[src/hw/rtl/mts_pkg.sv]
`timescale 1ns / 1ps
// ----------------------------------------------------------------------------
// mts_pkg: shared types and constants for the max tracking stack
// Stack size, derived widths, command, status and state codes.
// ----------------------------------------------------------------------------
package mts_pkg;

	localparam int STACK_DEPTH = 64;
	localparam int ADDR_W      = $clog2(STACK_DEPTH);
	localparam int DEPTH_W     = $clog2(STACK_DEPTH + 1);
	localparam int DATA_W      = 32;
	localparam int CMD_W       = 2;
	localparam int STATUS_W    = 2;
	// one RAM line holds {running max, value}
	localparam int LINE_W      = 2 * DATA_W;

	typedef enum logic [CMD_W-1:0] {
		CMD_PUSH = 2'd0,
		CMD_POP  = 2'd1,
		CMD_MAX  = 2'd2
	} cmd_t;

	typedef enum logic [STATUS_W-1:0] {
		ST_OK    = 2'd0,
		ST_EMPTY = 2'd1,
		ST_FULL  = 2'd2
	} status_t;

	typedef enum logic {
		S_IDLE = 1'b0,
		S_EXEC = 1'b1
	} state_t;

	typedef struct packed {
		logic req_ready;
		logic ram_re;
		logic commit;
	} ctrl_t;

endpackage

[src/hw/rtl/mts_req_if.sv]
`timescale 1ns / 1ps
// ----------------------------------------------------------------------------
// mts_req_if: request channel of the max tracking stack
// valid/ready handshake carrying one command word.
// ----------------------------------------------------------------------------
interface mts_req_if;
	logic                                valid;
	logic                                ready;
	logic [mts_pkg::CMD_W-1:0]           cmd;
	logic signed [mts_pkg::DATA_W-1:0]   push_value;

	modport source(output valid, output cmd, output push_value, input ready);
	modport sink(input valid, input cmd, input push_value, output ready);
endinterface

[src/hw/rtl/mts_rsp_if.sv]
`timescale 1ns / 1ps
// ----------------------------------------------------------------------------
// mts_rsp_if: response channel of the max tracking stack
// valid/ready handshake carrying one result word.
// ----------------------------------------------------------------------------
interface mts_rsp_if;
	logic                                valid;
	logic                                ready;
	logic signed [mts_pkg::DATA_W-1:0]   result_value;
	logic [mts_pkg::STATUS_W-1:0]        status;
	logic [mts_pkg::DEPTH_W-1:0]         depth_after;

	modport source(output valid, output result_value, output status,
		output depth_after, input ready);
	modport sink(input valid, input result_value, input status,
		input depth_after, output ready);
endinterface

[src/hw/rtl/mts_ram.sv]
`timescale 1ns / 1ps
// ----------------------------------------------------------------------------
// mts_ram: generic simple dual-port RAM
// One write port, one read port, read data registered.
// ----------------------------------------------------------------------------
module mts_ram #(
	parameter int WIDTH = 32,
	parameter int DEPTH = 64
) (
	input  logic                     clk,
	input  logic                     we,
	input  logic [$clog2(DEPTH)-1:0] waddr,
	input  logic [WIDTH-1:0]         wdata,
	input  logic                     re,
	input  logic [$clog2(DEPTH)-1:0] raddr,
	output logic [WIDTH-1:0]         rdata
);

	logic [WIDTH-1:0] mem [DEPTH];

	always_ff @(posedge clk) begin
		if (we) begin
			mem[waddr] <= wdata;
		end
		if (re) begin
			rdata <= mem[raddr];
		end
	end

endmodule

[src/hw/rtl/max_tracking_stack.sv]
`timescale 1ns / 1ps
// ----------------------------------------------------------------------------
// max_tracking_stack: LIFO stack of signed words with O(1) maximum query
// Each level in RAM holds the pushed value and the running max up to it.
// ----------------------------------------------------------------------------
// Usage:
//   req channel takes one command word: push (push_value), pop, or query max.
//   rsp channel returns exactly one word per command: result_value (popped
//   value or current max, zero otherwise), status (ok, empty, full) and
//   depth_after (entries held once the command is done).
//   On accept the command is captured and the top level read; the execute
//   state then loads the output register. No new command is taken until
//   the execute state is left, since the registered RAM read and the stack
//   pointer update that the next command depends on must finish first.
//   The response sits in an output register, so a new command is accepted
//   while the previous response still waits. If the receiver stalls, the
//   block holds the finished command in the execute state (nothing is
//   written, pointer unchanged) until the output register frees up.
//   Reset clears the pointer and the handshake state only; the RAM is not
//   cleared since a level's data is never used before it has been written.
//   Pop or max on an empty stack returns status empty; push on a full stack
//   is dropped with status full; command code three is a no-op with status ok.
// ----------------------------------------------------------------------------
module max_tracking_stack (
	input  logic          clk,
	input  logic          arst_n,
	mts_req_if.sink       req,
	mts_rsp_if.source     rsp
);

	// control
	mts_pkg::state_t                state_q, state_d;
	mts_pkg::ctrl_t                 ctrl;
	logic [mts_pkg::DEPTH_W-1:0]    count_q;
	logic [mts_pkg::DEPTH_W-1:0]    count_m1;
	logic                           rsp_free;

	// captured command
	mts_pkg::cmd_t                  cmd_q;
	logic signed [mts_pkg::DATA_W-1:0] val_q;

	// RAM
	logic                           ram_we;
	logic [mts_pkg::LINE_W-1:0]     ram_wdata;
	logic [mts_pkg::LINE_W-1:0]     ram_rdata;
	logic signed [mts_pkg::DATA_W-1:0] rd_val;
	logic signed [mts_pkg::DATA_W-1:0] rd_max;

	// execute stage results
	logic                           empty;
	logic                           full;
	logic signed [mts_pkg::DATA_W-1:0] new_max;
	logic signed [mts_pkg::DATA_W-1:0] res_value;
	mts_pkg::status_t               res_status;
	logic [mts_pkg::DEPTH_W-1:0]    res_count;

	// output register
	logic                           rsp_valid_q;
	logic signed [mts_pkg::DATA_W-1:0] rsp_value_q;
	logic [mts_pkg::STATUS_W-1:0]   rsp_status_q;
	logic [mts_pkg::DEPTH_W-1:0]    rsp_depth_q;

	assign rsp_free = !rsp_valid_q || rsp.ready;
	assign count_m1 = count_q - mts_pkg::DEPTH_W'(1);

	// --- sequencer ----------------------------------------------------------
	always_comb begin
		state_d = state_q;
		unique case (state_q)
			mts_pkg::S_IDLE: begin
				if (req.valid) state_d = mts_pkg::S_EXEC;
			end
			mts_pkg::S_EXEC: begin
				if (rsp_free) state_d = mts_pkg::S_IDLE;
			end
			default: state_d = mts_pkg::S_IDLE;
		endcase
	end

	always_comb begin
		ctrl = '0;
		unique case (state_q)
			mts_pkg::S_IDLE: begin
				ctrl.req_ready = 1'b1;
				ctrl.ram_re    = req.valid;
			end
			mts_pkg::S_EXEC: begin
				// commit only when the result can land in the output register
				ctrl.commit = rsp_free;
			end
			default: ctrl = '0;
		endcase
	end

	assign req.ready = ctrl.req_ready;

	always_ff @(posedge clk or negedge arst_n) begin
		if (!arst_n) begin
			state_q <= mts_pkg::S_IDLE;
		end else begin
			state_q <= state_d;
		end
	end

	// capture the command on accept
	always_ff @(posedge clk) begin
		if (req.valid && ctrl.req_ready) begin
			cmd_q <= mts_pkg::cmd_t'(req.cmd);
			val_q <= req.push_value;
		end
	end

	// --- stack RAM: {running max, value} per level -------------------------
	// Every command reads level count-1 in the accept cycle; read data stays
	// put during a stall since re only fires on accept.
	mts_ram #(
		.WIDTH(mts_pkg::LINE_W),
		.DEPTH(mts_pkg::STACK_DEPTH)
	) u_ram (
		.clk   (clk),
		.we    (ram_we),
		.waddr (count_q[mts_pkg::ADDR_W-1:0]),
		.wdata (ram_wdata),
		.re    (ctrl.ram_re),
		.raddr (count_m1[mts_pkg::ADDR_W-1:0]),
		.rdata (ram_rdata)
	);

	assign rd_val = ram_rdata[mts_pkg::DATA_W-1:0];
	assign rd_max = ram_rdata[mts_pkg::LINE_W-1:mts_pkg::DATA_W];

	// --- execute ------------------------------------------------------------
	assign empty = (count_q == '0);
	assign full  = (count_q == mts_pkg::DEPTH_W'(mts_pkg::STACK_DEPTH));

	// bottom level's max is its own value
	assign new_max   = (!empty && (rd_max > val_q)) ? rd_max : val_q;
	assign ram_wdata = {new_max, val_q};

	always_comb begin
		res_value  = '0;
		res_status = mts_pkg::ST_OK;
		res_count  = count_q;
		ram_we     = 1'b0;
		case (cmd_q)
			mts_pkg::CMD_PUSH: begin
				if (full) begin
					res_status = mts_pkg::ST_FULL;
				end else begin
					ram_we    = ctrl.commit;
					res_count = count_q + mts_pkg::DEPTH_W'(1);
				end
			end
			mts_pkg::CMD_POP: begin
				if (empty) begin
					res_status = mts_pkg::ST_EMPTY;
				end else begin
					res_value = rd_val;
					res_count = count_m1;
				end
			end
			mts_pkg::CMD_MAX: begin
				if (empty) begin
					res_status = mts_pkg::ST_EMPTY;
				end else begin
					res_value = rd_max;
				end
			end
			default: begin
				// unused code: no-op
			end
		endcase
	end

	always_ff @(posedge clk or negedge arst_n) begin
		if (!arst_n) begin
			count_q <= '0;
		end else if (ctrl.commit) begin
			count_q <= res_count;
		end
	end

	// --- output register ----------------------------------------------------
	always_ff @(posedge clk or negedge arst_n) begin
		if (!arst_n) begin
			rsp_valid_q <= 1'b0;
		end else if (ctrl.commit) begin
			rsp_valid_q <= 1'b1;
		end else if (rsp.ready) begin
			rsp_valid_q <= 1'b0;
		end
	end

	always_ff @(posedge clk) begin
		if (ctrl.commit) begin
			rsp_value_q  <= res_value;
			rsp_status_q <= res_status;
			rsp_depth_q  <= res_count;
		end
	end

	assign rsp.valid        = rsp_valid_q;
	assign rsp.result_value = rsp_value_q;
	assign rsp.status       = rsp_status_q;
	assign rsp.depth_after  = rsp_depth_q;

`ifndef SYNTHESIS
	a_count_bound: assert property (@(posedge clk) disable iff (!arst_n)
		count_q <= mts_pkg::DEPTH_W'(mts_pkg::STACK_DEPTH))
		else $error("stack pointer beyond depth");

	a_accept_exec: assert property (@(posedge clk) disable iff (!arst_n)
		(req.valid && req.ready) |=> (state_q == mts_pkg::S_EXEC))
		else $error("accepted command not executed");

	a_depth_match: assert property (@(posedge clk) disable iff (!arst_n)
		rsp.valid |-> (rsp.depth_after == count_q))
		else $error("reported depth differs from stack pointer");

	a_push_count: assert property (@(posedge clk) disable iff (!arst_n)
		ram_we |=> (count_q == $past(count_q) + mts_pkg::DEPTH_W'(1)))
		else $error("push did not advance stack pointer");
`endif

endmodule
[src/flat_wrapper.sv]
// flat-port wrapper written by rule: the top's interface ports become plain ports
module max_tracking_stack_flat 
  (clk, arst_n, req_valid, req_cmd, req_push_value, req_ready, rsp_valid, rsp_result_value, rsp_status, rsp_depth_after, rsp_ready);
  mts_req_if req_i ();
  mts_rsp_if rsp_i ();
  input  logic clk;
  input  logic arst_n;
  input wire logic [$bits(req_i.valid)-1:0] req_valid;
  input wire logic [$bits(req_i.cmd)-1:0] req_cmd;
  input wire logic [$bits(req_i.push_value)-1:0] req_push_value;
  output wire logic [$bits(req_i.ready)-1:0] req_ready;
  output wire logic [$bits(rsp_i.valid)-1:0] rsp_valid;
  output wire logic [$bits(rsp_i.result_value)-1:0] rsp_result_value;
  output wire logic [$bits(rsp_i.status)-1:0] rsp_status;
  output wire logic [$bits(rsp_i.depth_after)-1:0] rsp_depth_after;
  input wire logic [$bits(rsp_i.ready)-1:0] rsp_ready;
  assign req_i.valid = req_valid;
  assign req_i.cmd = req_cmd;
  assign req_i.push_value = req_push_value;
  assign req_ready = req_i.ready;
  assign rsp_valid = rsp_i.valid;
  assign rsp_result_value = rsp_i.result_value;
  assign rsp_status = rsp_i.status;
  assign rsp_depth_after = rsp_i.depth_after;
  assign rsp_i.ready = rsp_ready;
  max_tracking_stack u_core (.clk(clk), .arst_n(arst_n), .req(req_i), .rsp(rsp_i));
endmodule
[config.mk]
export PLATFORM = sky130hd
export DESIGN_NAME = max_tracking_stack_flat
export DESIGN_NICKNAME = d
export VERILOG_FILES = /design/src/hw/rtl/mts_pkg.sv /design/src/hw/rtl/mts_req_if.sv /design/src/hw/rtl/mts_rsp_if.sv /design/src/hw/rtl/mts_ram.sv /design/src/hw/rtl/max_tracking_stack.sv /design/src/flat_wrapper.sv
export SDC_FILE = /design/constraint.sdc
export NUM_CORES = 2
export LEC_CHECK = 0
export BUFFER_PORTS_ARGS = -buffer_cell sky130_fd_sc_hd__buf_2
export CAP_MARGIN = 15
export CORE_MARGIN = 3
export CORE_UTILIZATION = 62
export CTS_BUF_LIST = sky130_fd_sc_hd__clkbuf_16
export DETAILED_ROUTE_END_ITERATION = 10
export PLACE_DENSITY_LB_ADDON = 0.2
export SLEW_MARGIN = 20
export SYNTH_ARGS = -nofsm -noshare
export SYNTH_HDL_FRONTEND = slang
export SYNTH_SLANG_ARGS = --single-unit
[constraint.sdc]
create_clock -name clk -period 17.5 [get_ports clk]
set_input_delay 0.875 -clock clk [delete_from_list [all_inputs] [get_ports clk]]
set_output_delay 0.875 -clock clk [all_outputs]
set_load 0.05 [all_outputs]
==> results.md <==
* Dpl hpwl at 241000 um
* Largest voltage drop on the vdd net at 0.309 mV
* Clock buffers created by TritonCTS at 410
* Period minus WS final at 6.23 ns
* Placeable core region at 264000 sq um
* Summed instance area of the synthesized netlist at 165000 sq um
* Wire length of the first global-routing pass at 675000 um
* Metal3 WL at 74200 um
* Vias in the first global route at 87300
* Top cell family by delay on the critical path: simple AND/OR/NAND/NOR gates
* Commonest non-fill, non-tap cells in the layout: edfxtp_1 (4235), mux4_2 (1024), nand2_1 (924), clkbuf_16 (416), nand3_1 (386)
* Ports placed on the boundary at 81
* Level count of the clock H-tree at 5
* Worst setup SP type: flop
* Final count of pins violating max slew at 0
* Critical Path End Type: flop
* Number of enable-type register cells in the synthesized netlist at 4235
* Critical path buffers and inverters at 3
* Number of cells on the critical path at 9
* Most frequent cell on the critical path: buf_4
* Worst flop-to-flop path endpoint: u_core.u_ram.mem[11][29]
* CP cell instances: inv_1 -> ha_4 -> or3b_4 -> nor3_1 -> a21boi_1 -> nand4b_1 -> nor2_4 -> buf_4 -> buf_4
* Final RePlAce weighted congestion at 0.843
* Skew-Pair Late Insertion Delay at 0.97 ns
* Crit path required time at 18.06 ns
* Cell Pwr Density at 200 nW/um^2
* Maximum number of pins on one net before global-route repair at 139
* Measured slew at the worst slew-check pin at 1.20 ns
* Final clock skew at 0.0453 ns
* Clock root buffer master: clkbuf_16
* Timing-limited maximum frequency at 160 MHz
* Start-to-end type of the worst setup path: flop to flop
* Critical R2R Launch: u_core.count_q[0]
* Number of search-and-repair iterations in the first detailed-routing pass at 7
* Std-Cell Rows at 188
* Clock Pin Slew Worst Setup and Hold Paths at 0.06 ns
* Maximum capacitance violations at 0
* Number of vias after detailed routing at 90100
* Uppermost metal layer occupied by signal nets: met5
* Highest fanout seen on the critical path at 40
* Post-cts resize count at 0
* Register-to-Register Path Depth at 9
* Detail-routed via count per cell at 7.37
* Hold buffer count at CTS at 1
* Area of the die at 273000 sq um
* Starting density of the core at 62.6%
* Final Setup Violations at 0
* Arrival @ worst endpoint at 6.79 ns
* Class of the tightest hold or removal check: primary input to flop
* Reported leakage power at 58.3 nW
* Cell with the largest stage delay on the worst path: nor2_4
* CP endpoint: u_core.u_ram.mem[11][29]
* Setup TNS at 0 ns
* Number of post-CTS setup repair buffers at 0
* Net count after synthesis at 8183
* Max Root-Sink Buffers at 4
* Sink Count at 4244
* Synth warnings at 0
* Top_reg_cell synth: edfxtp_1
* M1 wire length at 165000 um
* Most frequent standard cell in the layout excluding fill and tap cells: edfxtp_1
* Met2 layer wire length in the routed design at 220000 um
* Fraction of final layout cells with drive strength greater than 1 at 25.1%
* Result of the run: finished clean
* Gate count of the mapped netlist at 8107
* Global route total overflow at 0
* Setup repair after global routing missed its margin: false
* Number of DRC markers in iteration 0 at 15200
* Initial antenna violation count at 15
* Cell area after placement at 171000 sq um
* Number of register bits inferred by synthesis at 4244
* Routed wire length at 483000 um
* Detailed-route wire length per cell at 39.5 um
* Final-stage net count at 8449
* Worst setup path start: u_core.count_q[0]
* Share of synthesized registers carrying an async set or reset at 0.212%
* Post-route antenna net violation count at 0
* All-layer global routing usage at 35.7%
* DRC at 0
* Die X at 522 um
* Final Cell Area at 185000 sq um
* Period utilisation layout at 35.6%
* Sequential area share after synthesis at 77.2%
* Worst rel slew slack at 19.7%
* Count of buffers from port buffering at 80
* Clock tree from TritonCTS: done
* Final Hold Viols at 0
* Mean area per synthesized cell at 20.4 sq um
* Register-to-register setup slack at 11.27 ns
* Area grow syn2layout at 11.8%
* Worst stage delay on the critical path at 0.97 ns
* Count of distinct cell types in the synthesized netlist at 52
* Die boundary height at 522 um
[cell usage after synthesis (2+ instances only)]
cell | n | share of area [%]
mux4_2 | 1024 | 14
o2111ai_1 | 32 | 0.17
o21ai_0 | 104 | 0.32
dfrtp_1 | 9 | 0.14
o211ai_1 | 33 | 0.15
a21oi_1 | 19 | 0.058
nand4b_1 | 34 | 0.18
nor3_1 | 37 | 0.11
o22ai_1 | 2 | 0.0076
a32oi_1 | 46 | 0.24
nand4_1 | 7 | 0.027
nand2_1 | 925 | 2.1
a221o_1 | 2 | 0.012
nor2_1 | 108 | 0.25
ha_1 | 38 | 0.29
xor2_1 | 2 | 0.011
nand2b_1 | 36 | 0.14
or4_1 | 3 | 0.014
edfxtp_1 | 4235 | 77
mux2_2 | 97 | 0.66
or3_1 | 6 | 0.023
nand3_1 | 386 | 1.2
inv_1 | 39 | 0.089
nor2b_1 | 3 | 0.011
a311oi_1 | 36 | 0.19
and2_1 | 33 | 0.13
a221oi_1 | 2 | 0.011
and3_1 | 20 | 0.076
a31oi_1 | 188 | 0.71
buf_2 | 146 | 0.44
buf_6 | 4 | 0.027
and4_1 | 5 | 0.027
a22oi_1 | 66 | 0.30
xnor2_1 | 5 | 0.027
clkbuf_1 | 303 | 0.69
buf_1 | 56 | 0.13
[final cells by class]
type                            count  area [sq um]
Sequential cell                  4244        127000
Fill cell                       15500         79200
Multi-Input combinational cell   3314         36700
Clock buffer                      416         10400
Tap cell                         3515          4400
Timing Repair Buffer              363          2770
Clock inverter                    324          2700
Inverter                           40           150
Antenna cell                       14          35.0
[per-layer routing]
metal,vias up,track usage [%]
met4,6,14.7
met2,7889,52.9
met1,46900,50.9
li1,34000,-
met3,1303,10.4
met5,-,0
[power breakdown]
part	internal (mW)	leakage, nW	switching (mW)
registers	13.7	38.3	0.311
clock network	4.90	6.68	3.77
logic	4.80	13.3	9.43
total	23.4	58.3	13.5
[state kept, by name, summed over array words and instances (netlist names)]
name                     count
u_core.u_ram.rdata          64
u_core.rsp.valid             1
u_core.rsp.status            2
u_core.state_q               1
u_core.cmd_q                 2
u_core.rsp.result_value     32
u_core.rsp.depth_after       7
u_core.u_ram.mem          4096
u_core.count_q               7
u_core.val_q                32
[worst min-delay path by stage]
| stage | slack (ns) | cells past startpoint | start | end |
|---|---|---|---|---|
| floorplan | 0.50 | 2 | u_core.state_q | u_core.state_q |
| global placement | 0.49 | 2 | u_core.rsp.valid | u_core.rsp.valid |
| detailed placement | 0.52 | 2 | u_core.rsp.valid | u_core.rsp.valid |
| CTS | 0.04 | 1 | req_push_value[17] | u_core.val_q[17] |
| global route | 0.06 | 1 | req_push_value[17] | u_core.val_q[17] |
| finish | 0.09 | 1 | req_push_value[30] | u_core.val_q[30] |
[metrics by stage]
step           hold WS, ns  utilization, %  worst slack (ns)  total power [mW]  instances
6_report            0.0873            70.0             11.27              36.9      12200
4_1_cts             0.0409            70.0             11.41              36.8      12200
2_1_floorplan        0.499               -             11.61              23.4       8107
5_1_grt             0.0607            70.0             11.02              38.1      12200
3_3_place_gp         0.491            65.0             11.42              27.9      11500
3_5_place_dp         0.521            65.0             11.43              28.2      11500
[cell families after synthesis]
group           after synthesis  synth area share, %
simple gates               1607                 4.27
xor+xnor                      8               0.0470
compound gates              540                 2.23
buf+inv                     549                 1.38
fa+ha+maj                    38                0.288
mux                        1121                 14.6
flops                      4244                 77.2
(Power assumes the default switching activity.)
